$ cat src/design/fpsd_pkg.sv
`timescale 1ns / 1ps
`default_nettype none
// ----------------------------------------------------------------------------
// Fixed-point signed divider package
// Shared widths, status codes and the per-word flag bundle.
// ----------------------------------------------------------------------------
package fpsd_pkg;

  localparam int unsigned WORD_W   = 32;
  localparam int unsigned STATUS_W = 2;

  typedef enum logic [STATUS_W-1:0] {
    ST_OK       = 2'd0,
    ST_DIV_ZERO = 2'd1,
    ST_OVERFLOW = 2'd2
  } status_e;

  // Flags that ride along with each word through the division stages.
  typedef struct packed {
    logic neg;
    logic div_zero;
  } flags_t;

endpackage
`default_nettype wire

$ cat src/design/fpsd_step.sv
`timescale 1ns / 1ps
`default_nettype none
// ----------------------------------------------------------------------------
// Restoring division step
// Produces one quotient bit per stage and registers the partial state.
// ----------------------------------------------------------------------------
module fpsd_step #(
  parameter int unsigned NUM_W = 48
) (
  input  wire logic                        clk_i,
  input  wire logic                        rst_ni,
  input  wire logic                        valid_i,
  output logic                             ready_o,
  input  wire logic [fpsd_pkg::WORD_W-1:0] rem_i,
  input  wire logic [NUM_W-1:0]            num_i,
  input  wire logic [fpsd_pkg::WORD_W-1:0] den_i,
  input  wire fpsd_pkg::flags_t            flags_i,
  output logic                             valid_o,
  input  wire logic                        ready_i,
  output logic [fpsd_pkg::WORD_W-1:0]      rem_o,
  output logic [NUM_W-1:0]                 num_o,
  output logic [fpsd_pkg::WORD_W-1:0]      den_o,
  output fpsd_pkg::flags_t                 flags_o
);

  logic                         valid_q, valid_d;
  logic [fpsd_pkg::WORD_W-1:0]  rem_q, rem_d;
  logic [NUM_W-1:0]             num_q, num_d;
  logic [fpsd_pkg::WORD_W-1:0]  den_q;
  fpsd_pkg::flags_t             flags_q;
  logic [fpsd_pkg::WORD_W:0]    trial;
  logic [fpsd_pkg::WORD_W:0]    diff;
  logic                         fits;
  logic                         load;

  assign ready_o = !valid_q || ready_i;
  assign load    = valid_i && ready_o;

  // The numerator shifts out from the top while quotient bits shift in below.
  always_comb begin
    trial   = {rem_i, num_i[NUM_W-1]};
    diff    = trial - {1'b0, den_i};
    fits    = !diff[fpsd_pkg::WORD_W];
    rem_d   = fits ? diff[fpsd_pkg::WORD_W-1:0] : trial[fpsd_pkg::WORD_W-1:0];
    num_d   = {num_i[NUM_W-2:0], fits};
    valid_d = ready_o ? valid_i : valid_q;
  end

  always_ff @(posedge clk_i or negedge rst_ni) begin
    if (!rst_ni) begin
      valid_q <= 1'b0;
    end else begin
      valid_q <= valid_d;
    end
  end

  always_ff @(posedge clk_i) begin
    if (load) begin
      rem_q   <= rem_d;
      num_q   <= num_d;
      den_q   <= den_i;
      flags_q <= flags_i;
    end
  end

  assign valid_o = valid_q;
  assign rem_o   = rem_q;
  assign num_o   = num_q;
  assign den_o   = den_q;
  assign flags_o = flags_q;

endmodule
`default_nettype wire

$ cat config.mk
export PLATFORM = sky130hd
export DESIGN_NAME = fpsd_step
export DESIGN_NICKNAME = d
export VERILOG_FILES = /design/src/design/fpsd_pkg.sv /design/src/design/fpsd_step.sv
export SDC_FILE = /design/constraint.sdc
export NUM_CORES = 1
export LEC_CHECK = 0
export ABC_CLOCK_PERIOD_IN_PS = 4180
export BUFFER_PORTS_ARGS = -buffer_cell sky130_fd_sc_hd__buf_2
export CAP_MARGIN = 10
export CORE_ASPECT_RATIO = 0.75
export CORE_MARGIN = 5
export CORE_UTILIZATION = 45
export CTS_CLUSTER_DIAMETER = 40
export DETAILED_ROUTE_END_ITERATION = 7
export PLACE_DENSITY = 0.82
export SETUP_SLACK_MARGIN = 0.15
export SKIP_LAST_GASP = 1
export SYNTH_ARGS = -nofsm -noshare
export SYNTH_HDL_FRONTEND = slang
export SYNTH_SLANG_ARGS = --single-unit
$ cat constraint.sdc
create_clock -name clk_i -period 4.18 [get_ports clk_i]
set_input_delay 0.836 -clock clk_i [delete_from_list [all_inputs] [get_ports clk_i]]
set_output_delay 0.836 -clock clk_i [all_outputs]
set_load 0.01 [all_outputs]
==> results.py <==
metrics = {
    "status": {
        "outcome": "finished clean",
    },
    "synth": {
        "yosysWarnings": 0,
        "yosys-mux-area-fraction_pct": 4.56,
        "synth_xor_area_share_pct": 3.55,
        "synth_top_family_by_area": "compound AO/OA/AOI/OAI gates",
        "ys_seq_area_share_pct": 58.2,
        "netlist_area_mm2": 0.00592,
        "synth_cell_type_count": 50,
        "synthAdderAreaFrac_pct": 7.10,
        "synthTopCellsByArea": "edfxtp_1, ha_1, mux2_4",
        "synthSimpleGateAreaFrac_pct": 9.07,
        "synth_top_area_share_pct": 57.8,
        "ys_seq_elements": 115,
        "synth_flop_cell": "edfxtp_1",
        "synth_top_area_cell": "edfxtp_1",
        "synthArstFlopShare_pct": 0.870,
        "synth_nets": 629,
        "synth_compound_area_share_pct": 13.5,
        "synth_edf_count": 114,
        "syn_area_per_cell_um2": 12.4,
        "synth_cells": 478,
    },
    "timing": {
        "finalCritPeriodShare_pct": 78.6,
        "setup-tns-final_ns": 0,
        "slew-limit-headroom_pct": 48.4,
        "skew_ns": 0.00674,
        "hold_viol": 0,
        "min_period_ns": 3.29,
        "max_freq_ghz": 0.304,
        "maxSlewViolCount": 0,
        "finalSetupViolCount": 0,
        "worstMarginPinSlew_ns": 0.774,
        "timing.hold.ws_ns": 0.192,
        "rsz0062_at_grt": "no",
    },
    "clock_network": {
        "cts_tree": "built",
        "htreeDepth": 4,
        "hold_buffers": 0,
        "cts-root-buf": "clkbuf_16",
        "clock_latency_ns": 0.41,
        "cts_sinks": 115,
        "post-cts-setup-buffers": 0,
        "cts_buffer_depth": 2,
        "path_clk_slew_ns": 0.06,
        "cts_buffers": 17,
        "cts_resized": 0,
    },
    "finish": {
        "postLayoutCellArea_mm2": 0.00780,
        "fill_cells": 1072,
        "nets": 871,
        "final_layout_size_suffix_gt1_share_pct": 39.6,
        "stdcell_count": 904,
        "register_area_mm2": 0.00345,
        "antenna_cells": 0,
        "multiInputGateArea_mm2": 0.00224,
        "syn_to_final_growth_pct": 31.7,
    },
    "route": {
        "drc_errors": 0,
        "dr_total_vias": 4724,
        "drt-wirelength-per-cell_um": 18.3,
        "drtIter0Drc": 297,
        "wirelength_um": 16500,
        "via_per_inst": 5.23,
        "firstDrtPassIters": 5,
        "ant_nets": 0,
    },
    "die": {
        "ios": 234,
        "die_w_um": 142,
        "core_area_mm2": 0.0129,
        "start_util_pct": 45.8,
        "core.rowCount": 36,
        "die_y_um": 109,
        "dieArea_mm2": 0.0156,
    },
    "global_route": {
        "antenna_found_initial": 0,
        "grt_pass1_vias": 4718,
        "overflow": 0,
        "grt_max_degree": 57,
        "grt_pass1_wl_um": 24700,
        "grt_usage_pct": 20.8,
    },
    "setup_path": {
        "reg2reg_from": "valid_o$_DFFE_PN0N_",
        "startpoint": "num_i[47]",
        "arrival_ns": 3.44,
        "reg2regPathDepth": 3,
        "worstSetupPathType": "in2reg",
        "crit_required_ns": 4.34,
        "reg2reg_slack_ns": 2.24,
        "crit_path_start_kind": "input port",
        "r2r_end": "num_o[34]$_DFFE_PP_",
        "worst-path-max-fanout": 10,
        "cp-end-kind": "register",
    },
    "power_and_ir_drop": {
        "p_per_area_mw_per_mm2": 429,
        "ir_drop_v": 0.000260,
        "p_leak_uw": 0.00353,
        "power_uw": 3350,
    },
    "place": {
        "placed_cells": 872,
        "post_dp_cell_area_mm2": 0.00727,
        "place_hpwl_um": 12900,
        "io_buffers": 233,
        "place.gp.congestion": 0.904,
    },
    "job": {
        "maxCapViolCount": 0,
    },
    "hold_path": {
        "hold_class": "in2async",
    },
}
report_power, final:
| group | total, µW | switching (µW) | leakage, µW | internal (µW) |
|---|---|---|---|---|
| registers | 1400 | 20.9 | 0.00110 | 1380 |
| logic | 673 | 378 | 0.00219 | 294 |
| clock network | 1270 | 520 | 0.000240 | 751 |
| total | 3350 | 920 | 0.00353 | 2430 |
placed cells by master, fill, tap and decap left out, drive strengths merged, types with 8 or more instances in the layout:
cell	n
o21ai	24
ha	32
a21o	15
edfxtp	114
xor2	10
a21oi	36
o211ai	9
clkinv	8
mux2	18
nand3	11
clkbuf	19
nor2	16
xnor2	14
buf	238
nand2	44
inv	42
flip-flops by register name, indices dropped and copies added (netlist names):
signal / count
flags_o: 2
rem_o: 32
valid_o: 1
num_o: 48
den_o: 32
layout make-up:
class	count	area share [%]
clock inverter	13	1.16
timing repair buffer	238	15.6
inverter	42	2.02
clock buffer	19	5.55
multi-input combinational	306	28.7
tap	171	2.74
sequential	115	44.2
cell usage after synthesis (all sizes together) (2+ instances only):
| cell type | count |
|---|---|
| a211oi | 4 |
| a21boi | 2 |
| a21o | 15 |
| a21oi | 36 |
| a31oi | 2 |
| and2 | 4 |
| and3 | 6 |
| and4 | 2 |
| buf | 4 |
| clkbuf | 11 |
| edfxtp | 114 |
| ha | 32 |
| inv | 42 |
| mux2 | 18 |
| nand2 | 44 |
| nand2b | 7 |
| nand3 | 11 |
| nand4 | 7 |
| nor2 | 16 |
| nor2b | 5 |
| nor3 | 4 |
| o2111ai | 2 |
| o211ai | 9 |
| o21a | 6 |
| o21ai | 24 |
| o21bai | 5 |
| o31ai | 5 |
| o41ai | 2 |
| xnor2 | 14 |
| xor2 | 10 |
routing by layer:
metal	GRT usage, %	wire, µm	up-vias	share of wire, %
met3	7.35	1460	28	8.8
met4	7.53	348	0	2.1
met5	0	0	-	0
li1	-	-	2269	-
met2	33.7	7830	204	47
met1	25.9	6890	2223	42
cells by family after synthesis:
kind of cell             Yosys count
AO/OA/AOI/OAI                    120
flip-flops                       115
AND/OR/NAND/NOR                  111
buffers and inverters             57
adder cells (fa/ha/maj)           33
XOR/XNOR                          24
multiplexers                      18
worst max path at each step:
stage                     cells after the start             endpoint
after detailed placement                     13  rem_o[28]$_DFFE_PP_
after global placement                       12  rem_o[24]$_DFFE_PP_
final                                        13  rem_o[25]$_DFFE_PP_
after CTS                                    13  rem_o[28]$_DFFE_PP_
after floorplan                              12  rem_o[10]$_DFFE_PP_
after global routing                         12  rem_o[26]$_DFFE_PP_
critical path: stages:
cell and delay, ns:
buf_2 0.09, inv_1 0.04, ha_1 0.22, fa_1 0.41, nand2b_1 0.19, a21oi_1 0.23, o211ai_1 0.17, a21oi_1 0.26
o21a_1 0.24, o211ai_4 0.10, inv_2 0.08, buf_4 0.23, mux2_4 0.32
metrics by stage:
stage               setup WS, ns  utilization [%]
floorplan                  0.828                -
global placement           0.626             56.3
detailed placement         0.512             56.3
CTS                        0.927             60.3
global route               0.776             60.3
finish                     0.895             60.3
No activity file was read; power rests on OpenSTA's default activity.
