--- src/design/fpsd_pkg.sv ---
`timescale 1ns / 1ps
`default_nettype none
// ----------------------------------------------------------------------------
// Fixed-point signed divider package
// Shared widths, status codes and the per-word flag bundle.
// ----------------------------------------------------------------------------
package fpsd_pkg;

  localparam int unsigned WORD_W   = 32;
  localparam int unsigned STATUS_W = 2;

  typedef enum logic [STATUS_W-1:0] {
    ST_OK       = 2'd0,
    ST_DIV_ZERO = 2'd1,
    ST_OVERFLOW = 2'd2
  } status_e;

  // Flags that ride along with each word through the division stages.
  typedef struct packed {
    logic neg;
    logic div_zero;
  } flags_t;

endpackage
`default_nettype wire

--- src/design/fpsd_if.sv ---
`timescale 1ns / 1ps
`default_nettype none
// ----------------------------------------------------------------------------
// Fixed-point signed divider channels
// Operand and result channels with a valid/ready handshake.
// ----------------------------------------------------------------------------
interface fpsd_in_if;
  logic                                valid;
  logic                                ready;
  logic signed [fpsd_pkg::WORD_W-1:0] dividend;
  logic signed [fpsd_pkg::WORD_W-1:0] divisor;

  modport source (output valid, output dividend, output divisor, input ready);
  modport sink   (input valid, input dividend, input divisor, output ready);
endinterface

`default_nettype wire

--- src/design/fpsd_prep.sv ---
`timescale 1ns / 1ps
`default_nettype none
// ----------------------------------------------------------------------------
// Operand preparation stage
// Takes operand magnitudes, the result sign and the zero-divisor flag.
// ----------------------------------------------------------------------------
module fpsd_prep #(
  parameter int unsigned FRAC_BITS = 16,
  parameter int unsigned NUM_W     = 48
) (
  input  wire logic                        clk_i,
  input  wire logic                        rst_ni,
  fpsd_in_if.sink                          din_i,
  output logic                             valid_o,
  input  wire logic                        ready_i,
  output logic [NUM_W-1:0]                 num_o,
  output logic [fpsd_pkg::WORD_W-1:0]      den_o,
  output fpsd_pkg::flags_t                 flags_o
);

  logic                         valid_q, valid_d;
  logic [NUM_W-1:0]             num_q, num_d;
  logic [fpsd_pkg::WORD_W-1:0]  den_q, den_d;
  fpsd_pkg::flags_t             flags_q, flags_d;
  logic [fpsd_pkg::WORD_W-1:0]  mag_a, mag_b;
  logic                         load;

  assign din_i.ready = !valid_q || ready_i;
  assign load        = din_i.valid && din_i.ready;

  always_comb begin
    // The most negative value negates to itself, which is its magnitude unsigned.
    mag_a = din_i.dividend[fpsd_pkg::WORD_W-1] ? (~din_i.dividend + 1'b1) : din_i.dividend;
    mag_b = din_i.divisor[fpsd_pkg::WORD_W-1]  ? (~din_i.divisor + 1'b1)  : din_i.divisor;
    num_d = NUM_W'(mag_a) << FRAC_BITS;
    den_d = mag_b;
    flags_d.neg      = din_i.dividend[fpsd_pkg::WORD_W-1] ^ din_i.divisor[fpsd_pkg::WORD_W-1];
    flags_d.div_zero = (din_i.divisor == '0);
    valid_d = din_i.ready ? din_i.valid : valid_q;
  end

  always_ff @(posedge clk_i or negedge rst_ni) begin
    if (!rst_ni) begin
      valid_q <= 1'b0;
    end else begin
      valid_q <= valid_d;
    end
  end

  always_ff @(posedge clk_i) begin
    if (load) begin
      num_q   <= num_d;
      den_q   <= den_d;
      flags_q <= flags_d;
    end
  end

  assign valid_o = valid_q;
  assign num_o   = num_q;
  assign den_o   = den_q;
  assign flags_o = flags_q;

endmodule
`default_nettype wire

--- src/flat_wrapper.sv ---
// flat-port wrapper written by rule: the top's interface ports become plain ports
module fpsd_prep_flat 
#(
  parameter int unsigned FRAC_BITS = 16,
  parameter int unsigned NUM_W     = 48
)
  (clk_i, rst_ni, valid_o, ready_i, num_o, den_o, flags_o, din_i_valid, din_i_dividend, din_i_divisor, din_i_ready);
  fpsd_in_if din_i_i ();
  input  wire logic clk_i;
  input  wire logic rst_ni;
  output logic valid_o;
  input  wire logic ready_i;
  output logic [NUM_W-1:0] num_o;
  output logic [fpsd_pkg::WORD_W-1:0] den_o;
  output fpsd_pkg::flags_t flags_o;
  input wire logic [$bits(din_i_i.valid)-1:0] din_i_valid;
  input wire logic [$bits(din_i_i.dividend)-1:0] din_i_dividend;
  input wire logic [$bits(din_i_i.divisor)-1:0] din_i_divisor;
  output wire logic [$bits(din_i_i.ready)-1:0] din_i_ready;
  assign din_i_i.valid = din_i_valid;
  assign din_i_i.dividend = din_i_dividend;
  assign din_i_i.divisor = din_i_divisor;
  assign din_i_ready = din_i_i.ready;
  fpsd_prep #(.FRAC_BITS(FRAC_BITS), .NUM_W(NUM_W)) u_core (.clk_i(clk_i), .rst_ni(rst_ni), .din_i(din_i_i), .valid_o(valid_o), .ready_i(ready_i), .num_o(num_o), .den_o(den_o), .flags_o(flags_o));
endmodule
--- config.mk ---
export PLATFORM = sky130hd
export DESIGN_NAME = fpsd_prep_flat
export DESIGN_NICKNAME = d
export VERILOG_FILES = /design/src/design/fpsd_pkg.sv /design/src/design/fpsd_if.sv /design/src/design/fpsd_prep.sv /design/src/flat_wrapper.sv
export SDC_FILE = /design/constraint.sdc
export NUM_CORES = 1
export LEC_CHECK = 0
export BUFFER_PORTS_ARGS = -buffer_cell sky130_fd_sc_hd__buf_4
export CORE_MARGIN = 3
export CORE_UTILIZATION = 40
export DETAILED_ROUTE_END_ITERATION = 8
export GPL_ROUTABILITY_DRIVEN = 0
export PLACE_DENSITY = 0.72
export SLEW_MARGIN = 20
export SYNTH_ARGS = -nofsm -noshare
export SYNTH_HDL_FRONTEND = slang
export SYNTH_SLANG_ARGS = --single-unit
--- constraint.sdc ---
create_clock -name clk_i -period 2.3 [get_ports clk_i]
set_input_delay 0.115 -clock clk_i [delete_from_list [all_inputs] [get_ports clk_i]]
set_output_delay 0.115 -clock clk_i [all_outputs]
set_load 0.05 [all_outputs]
==> impl_metrics.env <==
export IMPL_finalSetupViolations=0
export IMPL_cts_htree_levels=3
export IMPL_drc_errors=0
export IMPL_cts_clk_slew_worst_paths_ps=80
export IMPL_avg_synthesized_cell_area_sq_um=12.66
export IMPL_synthFlopType="edfxtp_1"
export IMPL_synth_top_cells_by_count="edfxtp_1, xnor2_1, nand2_1"
export IMPL_min_period_over_period=0.9218
export IMPL_grt_antenna_before_repair=0
export IMPL_clock_tree_from_tritoncts="built"
export IMPL_hold_start="din_i_divisor[23]"
export IMPL_reg2reg_from="u_core.valid_o"
export IMPL_ff2ff_setup_slack_ps=770
export IMPL_slew_headroom=0.6712
export IMPL_dieHeight_um=101.3
export IMPL_setup_tns_final_ps=0
export IMPL_hold_buffers=4
export IMPL_rsz_0062_raised_after_global_routing="no"
export IMPL_syn_inst=287
export IMPL_multiInputGateArea_sq_um=1514
export IMPL_bufs_on_longest_clock_path=2
export IMPL_pwr_density_cell_nw_per_um2=663.6
export IMPL_critical_path_max_fanout=6
export IMPL_placement_io_buffers=135
export IMPL_ctsRootBufferMaster="clkbuf_8"
export IMPL_timing_worst_slew_pin_value_ps=489.4
export IMPL_cp_data_required_time_ps=2380
export IMPL_min_path_type="input pin to flip-flop"
export IMPL_cts_inserted_buffers=9
export IMPL_core_region_area_sq_um=8763
export IMPL_detail_route_wirelength_um=8791
export IMPL_synth_edff_count=66
export IMPL_initialDrtViolationCount=120
export IMPL_final_standard_cell_area_without_fillers_sq_um=4933
export IMPL_slew_violations=0
export IMPL_placed_cell_area_sq_um=4712
export IMPL_cp_start_kind="input pin"
export IMPL_antennaDiodeCount=0
export IMPL_place_detailed_instances=522
export IMPL_power_static_leakage_uw=0.001825
export IMPL_synthTopCellsByArea="edfxtp_1, xnor2_1, o31ai_1"
export IMPL_critical_path_end_type="flip-flop"
export IMPL_irDropWorstVdd_v=0.0002540
export IMPL_timing_worst_setup_path_type="input pin to flip-flop"
export IMPL_clock_sinks=67
export IMPL_row_count=34
export IMPL_final_min_clock_period_ps=2120
export IMPL_synthDistinctLibCells=38
export IMPL_drv_cap=0
export IMPL_die_width_um=101.3
export IMPL_cts_resized=0
export IMPL_dieArea_sq_um=10260
export IMPL_asyncSetResetFlopFracSynth=0.01493
export IMPL_start_util=0.4145
export IMPL_timing_hold_worst_path_depth=2
export IMPL_final_non_filler_cells=541
export IMPL_netlist_top_cell_by_area="edfxtp_1"
export IMPL_number_of_buffers_added_for_setup_after_cts=0
export IMPL_firstDrtPassIters=4
export IMPL_postSynthRegisterBits=67
export IMPL_number_of_global_route_vias_before_repair=2618
export IMPL_vias_per_cell=5.124
export IMPL_global_route_usage_total=0.1596
export IMPL_drt_antenna_violating_nets=0
export IMPL_n_fill_cell=769
export IMPL_seqCellArea_sq_um=2007
export IMPL_post_dp_hpwl_um=6624
export IMPL_hold_path_end="u_core.den_o[23]"
export IMPL_route_detailed_wl_per_inst_um=16.25
export IMPL_worst_r2r_path_depth=3
export IMPL_synth_top_cell_area_share=0.5456
export IMPL_status="finished, final reports clean"
export IMPL_synthMostInstantiatedCell="edfxtp_1"
export IMPL_area_growth_pct=35.82
export IMPL_final_setup_skew_ps=9.691
export IMPL_syn_cell_area_sq_um=3632
export IMPL_grt_pass1_wl_um=12790
export IMPL_timing_fmax_ghz=0.4717
export IMPL_pin_count=152
export IMPL_yosysWarnings=0
export IMPL_sequential_area_share_after_synthesis=0.5525
export IMPL_final_nets=501
export IMPL_clock_insertion_delay_worst_skew_ps=330
export IMPL_total_via_count_in_the_routed_design=2772
export IMPL_final_hold_violation_count=0
export IMPL_grt_max_degree=42
export IMPL_grt_ovfl_total=0
export IMPL_drive_above_1_share=0.3811
export IMPL_worst_ep_arrival_time_ps=2200
export IMPL_r2r_end="u_core.den_o[0]"
==> worst max-delay path by stage <==
stage                             to  slack, ps  cells after the start                from
global placement    u_core.num_o[42]        440                      5  din_i_dividend[13]
floorplan            u_core.den_o[0]        210                      2      u_core.valid_o
detailed placement  u_core.den_o[28]        360                      7    din_i_divisor[1]
CTS                 u_core.den_o[28]        170                      8    din_i_divisor[0]
global route        u_core.den_o[28]          2                      8    din_i_divisor[0]
finish              u_core.den_o[28]        180                      8    din_i_divisor[0]
==> per-stage QoR <==
stage | worst slack (ps) | utilization | hold slack (ps) | power, uW
after global routing | 1.584 | 0.5630 | 74.22 | 3389
final | 179.9 | 0.5630 | 79.75 | 3274
after floorplan | 209.6 | - | -180.6 | 2079
after detailed placement | 358.7 | 0.5377 | -109.4 | 2374
after CTS | 168.6 | 0.5630 | 67.21 | 3300
after global placement | 440.3 | 0.5377 | -109.8 | 2362
==> state kept, by name, indices dropped and copies added, names as in the netlist <==
register        cells
u_core.den_o       32
u_core.flags_o      2
u_core.num_o       32
u_core.valid_o      1
==> cells in the final DEF (no fill, tap or decap), drive strengths merged, types with 2 or more instances in the layout <==
cell type,instances
buf,137
clkbuf,9
clkinv,3
clkinvlp,2
conb,16
dlygate4sd3,4
edfxtp,66
ha,4
inv,4
nand2,20
nand2b,9
nand3,6
nand4,3
nor2,4
nor3,5
nor4,10
nor4b,2
o21ai,16
o31ai,18
o41ai,16
or2,4
or3,5
or4,5
xnor2,58
==> report_power, final <==
part	switching, uW	internal (uW)
clock network	440	485
registers	25.1	1460
logic	575	290
==> logic make-up after synthesis <==
group | Yosys count | share of synthesized area
other cells | 1 | 0.001032
simple gates | 77 | 0.1361
compound gates | 50 | 0.1075
buf+inv | 29 | 0.04685
xor+xnor | 59 | 0.1423
flops | 67 | 0.5525
fa+ha+maj | 4 | 0.01378
==> critical path, cell delays in order <==
cell and delay, ps:
dlygate4sd3_1 540, buf_4 150, inv_1 70, ha_1 210, nor4b_1 280, nand4_1 330
o41ai_1 400, xnor2_1 100
==> final cells by class <==
cell class,instances,area share
multi-input cells,206,0.3069
clock inverters,6,0.01167
inverters,4,0.003043
well taps,108,0.02739
repair buffers,141,0.2191
clock buffers,9,0.02511
flip-flops and latches,67,0.4068
==> layer usage <==
layer | vias to the layer above | track usage | part of all wire
li1 | 1339 | - | -
met1 | 1308 | 0.2081 | 0.42
met4 | 0 | 0.07157 | 0.023
met3 | 16 | 0.02479 | 0.070
met2 | 109 | 0.2626 | 0.48
met5 | - | 0 | 0
Note: power is estimated with default switching activity, not from simulation.
