<file path="config.mk">
export PLATFORM = sky130hd
export DESIGN_NAME = fpsd_post_flat
export DESIGN_NICKNAME = d
export VERILOG_FILES = /design/src/design/fpsd_pkg.sv /design/src/design/fpsd_if.sv /design/src/design/fpsd_post.sv /design/src/flat_wrapper.sv
export SDC_FILE = /design/constraint.sdc
export NUM_CORES = 1
export LEC_CHECK = 0
export BUFFER_PORTS_ARGS = -buffer_cell sky130_fd_sc_hd__buf_2
export CAP_MARGIN = 40
export CORE_ASPECT_RATIO = 1.4
export CORE_MARGIN = 10
export CORE_UTILIZATION = 35
export CTS_BUF_LIST = sky130_fd_sc_hd__clkbuf_16
export CTS_CLUSTER_DIAMETER = 50
export DETAILED_ROUTE_END_ITERATION = 16
export MAX_ROUTING_LAYER = met4
export PLACE_DENSITY = 0.63
export SLEW_MARGIN = 25
export SYNTH_ARGS = -nofsm -noshare
export SYNTH_HDL_FRONTEND = slang
export SYNTH_SLANG_ARGS = --single-unit
export TNS_END_PERCENT = 20
</file>
<file path="constraint.sdc">
create_clock -name clk_i -period 1.7 [get_ports clk_i]
set_input_delay 0 -clock clk_i [delete_from_list [all_inputs] [get_ports clk_i]]
set_output_delay 0 -clock clk_i [all_outputs]
set_load 0.02 [all_outputs]
</file>
<file path="src/design/fpsd_pkg.sv">
`timescale 1ns / 1ps
`default_nettype none
// ----------------------------------------------------------------------------
// Fixed-point signed divider package
// Shared widths, status codes and the per-word flag bundle.
// ----------------------------------------------------------------------------
package fpsd_pkg;

  localparam int unsigned WORD_W   = 32;
  localparam int unsigned STATUS_W = 2;

  typedef enum logic [STATUS_W-1:0] {
    ST_OK       = 2'd0,
    ST_DIV_ZERO = 2'd1,
    ST_OVERFLOW = 2'd2
  } status_e;

  // Flags that ride along with each word through the division stages.
  typedef struct packed {
    logic neg;
    logic div_zero;
  } flags_t;

endpackage
`default_nettype wire

</file>
<file path="src/design/fpsd_if.sv">
`timescale 1ns / 1ps
`default_nettype none


interface fpsd_out_if;
  logic                                valid;
  logic                                ready;
  logic signed [fpsd_pkg::WORD_W-1:0] quotient;
  fpsd_pkg::status_e                   status;

  modport source (output valid, output quotient, output status, input ready);
  modport sink   (input valid, input quotient, input status, output ready);
endinterface
`default_nettype wire

</file>
<file path="src/design/fpsd_post.sv">
`timescale 1ns / 1ps
`default_nettype none
// ----------------------------------------------------------------------------
// Result stage
// Applies the sign, saturates on overflow, zeroes divide-by-zero results and holds the result word.
// ----------------------------------------------------------------------------
module fpsd_post #(
  parameter int unsigned NUM_W = 48
) (
  input  wire logic             clk_i,
  input  wire logic             rst_ni,
  input  wire logic             valid_i,
  output logic                  ready_o,
  input  wire logic [NUM_W-1:0] quo_i,
  input  wire fpsd_pkg::flags_t flags_i,
  fpsd_out_if.source            dout_o
);

  localparam int unsigned W = fpsd_pkg::WORD_W;

  logic              valid_q, valid_d;
  logic [W-1:0]      quot_q, quot_d;
  fpsd_pkg::status_e status_q, status_d;
  logic              hi_set;
  logic              pos_ovf;
  logic              neg_ovf;
  logic              load;

  assign ready_o = !valid_q || dout_o.ready;
  assign load    = valid_i && ready_o;

  always_comb begin
    hi_set  = |quo_i[NUM_W-1:W];
    pos_ovf = hi_set || quo_i[W-1];
    neg_ovf = hi_set || (quo_i[W-1] && (|quo_i[W-2:0]));
    if (flags_i.div_zero) begin
      quot_d   = '0;
      status_d = fpsd_pkg::ST_DIV_ZERO;
    end else if (flags_i.neg) begin
      if (neg_ovf) begin
        quot_d   = {1'b1, {(W-1){1'b0}}};
        status_d = fpsd_pkg::ST_OVERFLOW;
      end else begin
        quot_d   = ~quo_i[W-1:0] + 1'b1;
        status_d = fpsd_pkg::ST_OK;
      end
    end else begin
      if (pos_ovf) begin
        quot_d   = {1'b0, {(W-1){1'b1}}};
        status_d = fpsd_pkg::ST_OVERFLOW;
      end else begin
        quot_d   = quo_i[W-1:0];
        status_d = fpsd_pkg::ST_OK;
      end
    end
    valid_d = ready_o ? valid_i : valid_q;
  end

  always_ff @(posedge clk_i or negedge rst_ni) begin
    if (!rst_ni) begin
      valid_q <= 1'b0;
    end else begin
      valid_q <= valid_d;
    end
  end

  always_ff @(posedge clk_i) begin
    if (load) begin
      quot_q   <= quot_d;
      status_q <= status_d;
    end
  end

  assign dout_o.valid    = valid_q;
  assign dout_o.quotient = quot_q;
  assign dout_o.status   = status_q;

endmodule
`default_nettype wire
</file>
<file path="src/flat_wrapper.sv">
// flat-port wrapper written by rule: the top's interface ports become plain ports
module fpsd_post_flat 
#(
  parameter int unsigned NUM_W = 48
)
  (clk_i, rst_ni, valid_i, ready_o, quo_i, flags_i, dout_o_valid, dout_o_quotient, dout_o_status, dout_o_ready);
  fpsd_out_if dout_o_i ();
  input  wire logic clk_i;
  input  wire logic rst_ni;
  input  wire logic valid_i;
  output logic ready_o;
  input  wire logic [NUM_W-1:0] quo_i;
  input  wire fpsd_pkg::flags_t flags_i;
  output wire logic [$bits(dout_o_i.valid)-1:0] dout_o_valid;
  output wire logic [$bits(dout_o_i.quotient)-1:0] dout_o_quotient;
  output wire logic [$bits(dout_o_i.status)-1:0] dout_o_status;
  input wire logic [$bits(dout_o_i.ready)-1:0] dout_o_ready;
  assign dout_o_valid = dout_o_i.valid;
  assign dout_o_quotient = dout_o_i.quotient;
  assign dout_o_status = dout_o_i.status;
  assign dout_o_i.ready = dout_o_ready;
  fpsd_post #(.NUM_W(NUM_W)) u_core (.clk_i(clk_i), .rst_ni(rst_ni), .valid_i(valid_i), .ready_o(ready_o), .quo_i(quo_i), .flags_i(flags_i), .dout_o(dout_o_i));
endmodule
</file>
==> run metrics, run 1 <==
run status=finished clean; reg2reg start=u_core.dout_o.valid; Most used DFF post-synth=edfxtp_1; worst min path class=in -> async; CTS tree=done; overall routing resource usage=0.167; fin cells=between 400 and 500; YS warnings=0; Worst Skew=0.00402 ns; vias in the first global route=2711; Max Clk Rate=0.606 GHz; Area Overhead vs Synth=62.4%; first-pass GRT wire length=13300 um; DIE AREA=0.0104 mm^2; RSZ-0062 raised after global routing=true; H-Tree Depth=2; Root Buffer=clkbuf_16; Core ar.=roughly 0.0065 mm^2; maximum clock insertion buffer count=2; sequential element share of the synthesized area=0.449; clk slew on worst S/H paths=~0.06 ns; Post-DRT Antenna Nets=0; Max Cap Viol=0; row cnt=35; WL per Instance=approximately 18 um; CTS buffer count=5; Avg Inst Size Synth=9.38 um^2; data required time at the worst endpoint=1.82 ns; commonest cells after routing, fill and taps aside=buf_2 (88), buf_4 (61), edfxtp_1 (34); worst-margin pin slew=0.370 ns; r2r endpoint=u_core.dout_o.quotient[29]; Worst IR Drop VDD=0.483 mV; largest net degree at the start of global routing=49; ys async rst share=0.0286; depth of the worst register-to-register path=3; Crit Path Max Fanout=7; Port Buf Inserts=between 80 and 90; Critical Path Start Type=input pin; number of vias per cell=5.66; Post-Place Worst Slack=-0.379 ns; later-pin clock latency in the skew report=0.28 ns; First-pass DRT Iterations=6; Tot Pwr=0.00261 W; Mapped Area=0.00233 mm^2; Syn Nets=303; Power Density=691 mW/mm^2; fin crit share=0.971; Leak=1.59 nW; die height=116 um; post-synth cell types=43; commonest non-fill, non-tap cell in the layout=buf_2; fill count=578; CP endpoint kind=flip-flop; nets@finish=455; Via Count=2692; final core occ=0.579; FF+latch count, synth=35; TritonCTS Sinks=35; Critical Path AT=approximately 1.8 ns; Post-synth EDFFs=34; Cells after DPL=roughly 460; die span in x=approximately 90 um; Setup Viol. Count Final=0; Iter 0 DRT Violations=239; Ports=90; initial antenna violation count=1; fraction of layout cells with a size suffix above 1=0.519; Post-DP HPWL=6300 um; global placer's final weighted congestion=0.902; DRC=0; Fin. Hold Viols=0; CP Class=in -> reg; Post-Synthesis Cells=248; relative slew slack=0.753; Initial Utilization=0.357; Reg2Reg Setup Slack=about 0.50 ns; DRT Wirelength=8600 um; Tmin final=~1.7 ns; Slew Viols, Final=0; setup ws final=0.0499 ns; GRT overflow=0
[power breakdown]
group | leakage [nW] | total, W | internal [W] | switching (W)
clock network | 0.0838 | 0.00105 | 0.000691 | 0.000363
logic | 1.16 | 0.000536 | 0.000226 | 0.000310
registers | 0.346 | 0.00102 | 0.00101 | 0.0000130
[cells by family after synthesis]
logic type / after synthesis / share of synthesized area
AO/OA/AOI/OAI: 65 / 0.191
adder cells (fa/ha/maj): 1 / 0.00538
buffers and inverters: 23 / 0.0414
flip-flops: 35 / 0.449
multiplexers: 3 / 0.0129
AND/OR/NAND/NOR: 121 / 0.299
[what timing repair did]
| item | in CTS | in global routing |
|---|---|---|
| gates cloned | 1 | 1 |
| pin swaps | 2 | 8 |
| endpoints found under the hold margin | 3 | 0 |
| endpoints found under the setup margin | 16 | 27 |
| buffers inserted | 0 | 1 |
| hold buffers | 3 | 0 |
| gates resized for setup | 17 | 20 |
[sequential cells by signal (all words and copies together), names as in the netlist]
signal                  flops
u_core.dout_o.valid         1
u_core.dout_o.quotient     32
u_core.dout_o.status        2
[worst max-delay path by stage]
stage | end | depth (start not counted) | slack, ns | startpoint
floorplan | u_core.dout_o.quotient[18] | 10 | -0.22 | quo_i[1]
global placement | u_core.dout_o.quotient[20] | 9 | -0.32 | quo_i[1]
detailed placement | u_core.dout_o.quotient[4] | 9 | -0.38 | quo_i[1]
CTS | u_core.dout_o.quotient[21] | 9 | 0.02 | quo_i[0]
global route | u_core.dout_o.quotient[5] | 9 | -0.02 | quo_i[1]
finish | u_core.dout_o.quotient[27] | 9 | 0.05 | quo_i[1]
[Yosys cell counts, types with 3 or more instances]
master / number / area share
a211oi_2: 4 / 0.022
nor2_1: 22 / 0.035
inv_1: 7 / 0.011
a21oi_1: 27 / 0.058
a311oi_1: 13 / 0.049
edfxtp_1: 34 / 0.44
nand2b_1: 5 / 0.013
nand3_1: 15 / 0.032
a31oi_1: 3 / 0.0081
mux2i_1: 3 / 0.013
nand4_1: 10 / 0.027
nor3_1: 15 / 0.032
nor4_1: 13 / 0.035
o21ai_0: 7 / 0.015
o31ai_1: 3 / 0.0097
a211oi_1: 3 / 0.0097
nand2_1: 19 / 0.031
clkbuf_1: 13 / 0.021
[routing by layer]
layer | share of wire | global-route usage | wire length (um)
met1 | 0.41 | 0.199 | 3520
met2 | 0.51 | 0.273 | 4380
met3 | 0.053 | 0.0209 | 453
met4 | 0.029 | 0.0724 | 250
met5 | 0 | - | 0
[critical path: stages]
cell and delay [ns]:
buf_8 0.11, inv_12 0.05, ha_4 0.11, or4b_4 0.45, nand4b_4 0.20, nor4b_4 0.30, o31ai_4 0.12, buf_2 0.22
a211oi_2 0.20
[metrics by stage]
stage	TNS [ns]	hold WS [ns]	cell area [um^2]
2_1_floorplan	-4.86	-0.296	2380
3_3_place_gp	-7.63	-0.225	3380
3_5_place_dp	-9.10	-0.219	3380
4_1_cts	0	0.0326	3670
5_1_grt	-0.0734	0.0499	3780
6_report	0	0.0337	3780
[area by class of cell]
| class | instances | area (um^2) | area share |
|---|---|---|---|
| repair buffers | 161 | 1060 | 0.280 |
| inverters | 7 | 41.3 | 0.0109 |
| clock buffers | 5 | 125 | 0.0331 |
| well taps | 74 | 92.6 | 0.0245 |
| clock inverters | 3 | 43.8 | 0.0116 |
| diodes | 1 | 2.50 | 0.000662 |
| flip-flops and latches | 35 | 1050 | 0.277 |
| multi-input cells | 190 | 1370 | 0.362 |
Power figures use the tool's default switching activity.
==> run 2, diff against run 1 <==
--- a/config.mk
+++ b/config.mk
@@ -9,12 +9,12 @@
 export CAP_MARGIN = 40
 export CORE_ASPECT_RATIO = 1.4
 export CORE_MARGIN = 10
-export CORE_UTILIZATION = 35
+export CORE_UTILIZATION = 45
 export CTS_BUF_LIST = sky130_fd_sc_hd__clkbuf_16
 export CTS_CLUSTER_DIAMETER = 50
 export DETAILED_ROUTE_END_ITERATION = 16
 export MAX_ROUTING_LAYER = met4
-export PLACE_DENSITY = 0.63
+export PLACE_DENSITY = 0.75
 export SLEW_MARGIN = 25
 export SYNTH_ARGS = -nofsm -noshare
 export SYNTH_HDL_FRONTEND = slang
==> constraint.sdc (replaced) <==
create_clock -name clk_i -period 1.55 [get_ports clk_i]
set_input_delay 0 -clock clk_i [delete_from_list [all_inputs] [get_ports clk_i]]
set_output_delay 0 -clock clk_i [all_outputs]
set_load 0.02 [all_outputs]
==> run 2 against run 1 <==
Net effect:
- the run now ends with negative setup slack left
- die area shrank 18%
- clock skew shrank 0.00077 ns
- utilization grew 21 points
==> run metrics, run 2 (synthesized netlist as in run 1, its figures left out) <==
RSZ-0062 raised after global routing=true; TritonCTS Sinks=35; First-pass DRT Iterations=5; Post-DP HPWL=6070 um; largest net degree at the start of global routing=39; maximum clock insertion buffer count=2; Ports=90; Max Cap Viol=0; Post-DRT Antenna Nets=0; GRT overflow=0; vias in the first global route=2839; ANT cells=0; fraction of layout cells with a size suffix above 1=0.537; Leak=1.66 nW; failing checks=negative setup slack; commonest non-fill, non-tap cell in the layout=buf_2; max reg flops=32; run status=finished, violations left; Setup Viol. Count Final=32; CP Class=in -> reg; Critical Path Start Type=input pin; Core ar.=a little under 0.005 mm^2; Port Buf Inserts=89; Power Density=691 mW/mm^2; CP endpoint kind=flip-flop; worst-margin pin slew=0.368 ns; clk slew on worst S/H paths=~0.06 ns; Initial Utilization=0.473; Root Buffer=clkbuf_16; die span in x=just over 80 um; Iter 0 DRT Violations=280; Max Clk Rate=0.571 GHz; relative slew slack=0.752; H-Tree Depth=2; row cnt=30; first-pass GRT wire length=13500 um; Via Count=2876; initial antenna violation count=0; DRC=0; overall routing resource usage=0.198; Worst IR Drop VDD=0.373 mV; die height=105 um; Slew Viols, Final=0; Tot Pwr=0.00269 W; data required time at the worst endpoint=1.63 ns; Tmin final=1.75 ns; DRT Wirelength=roughly 8900 um; DIE AREA=0.00849 mm^2; fin crit share=1.13; nets@finish=471; Fin. Hold Viols=0; Crit Path Max Fanout=6; commonest cells after routing, fill and taps aside=buf_2 (87), buf_4 (80), edfxtp_1 (34); setup ws final=-0.201 ns; final core occ=0.791; Critical Path AT=1.83 ns; CTS buffer count=5; number of vias per cell=about 6.0; worst min path class=in -> async; later-pin clock latency in the skew report=0.28 ns; WL per Instance=18.4 um; global placer's final weighted congestion=0.896; Area Overhead vs Synth=67.0%; Worst Skew=0.00325 ns; CTS tree=done
run 2: cell count changes in the layout (fill, tap and decap cells not counted), moves of 2 or more:
cell	change
buf_6	-2
buf_4	+19
clkinv_1	+2
nor2_1	-2
run 2: power breakdown:
part           switching (W)  internal [W]
registers          0.0000132       0.00111
logic               0.000352      0.000271
clock network       0.000369      0.000578
total               0.000733       0.00195
run 2: path summary, 6_finish.rpt:
| path | slack [ns] | from | cells past startpoint | to |
|---|---|---|---|---|
| min in group clk_i | 0.02 | dout_o_ready | 3 | u_core.dout_o.valid |
| setup / recovery | -0.20 | quo_i[1] | 9 | u_core.dout_o.quotient[14] |
| setup reg to reg | 0.35 | u_core.dout_o.valid | 3 | u_core.dout_o.quotient[2] |
| hold reg to reg | 0.53 | u_core.dout_o.valid | 2 | u_core.dout_o.valid |
| max in group asynchronous | 1.44 | rst_ni | 2 | u_core.dout_o.valid |
| hold / removal | 0.02 | rst_ni | 2 | u_core.dout_o.valid |
run 2: metal layers:
layer	up-vias	wire length, um	track usage
met5	-	0	-
met4	0	339	0.104
met3	40	642	0.0300
met2	179	4540	0.321
met1	1331	3350	0.225
li1	1326	-	-
run 2: worst max-delay path, cell delays in order:
cell,delay [ns]
buf_12,0.11
inv_12,0.04
ha_4,0.11
or4b_4,0.45
nand4b_4,0.20
nor4b_4,0.31
o31ai_4,0.13
buf_6,0.16
a311oi_4,0.30
run 2: area by class of cell:
cell class / count / area [um^2]
multi-input combinational: 190 / 1400
timing repair buffer: 177 / 1180
fill: 307 / 1030
clock inverter: 3 / 11.3
clock buffer: 5 / 125
sequential: 35 / 1050
tap: 64 / 80.1
inverter: 7 / 41.3
run 2: stage by stage:
| step | instance area [um^2] | hold WS, ns | setup WS, ns | setup TNS (ns) | std cells |
|---|---|---|---|---|---|
| final | 3890 | 0.0236 | -0.201 | -3.04 | 481 |
| after global routing | 3890 | 0.0340 | -0.284 | -5.68 | 481 |
| after CTS | 3780 | 0.0291 | -0.196 | -2.88 | 478 |
| after detailed placement | 3450 | -0.224 | -0.610 | -14.30 | 462 |
| after global placement | 3450 | -0.225 | -0.520 | -13.16 | 462 |
| after floorplan | 2380 | -0.296 | -0.372 | -12.08 | 248 |
run 2: repair_timing:
item	CTS	global route
hold buffers	3	0
buffers inserted	5	4
endpoints found under the hold margin	3	0
pin swaps	8	6
gates resized for setup	29	14
setup endpoints to repair	32	33
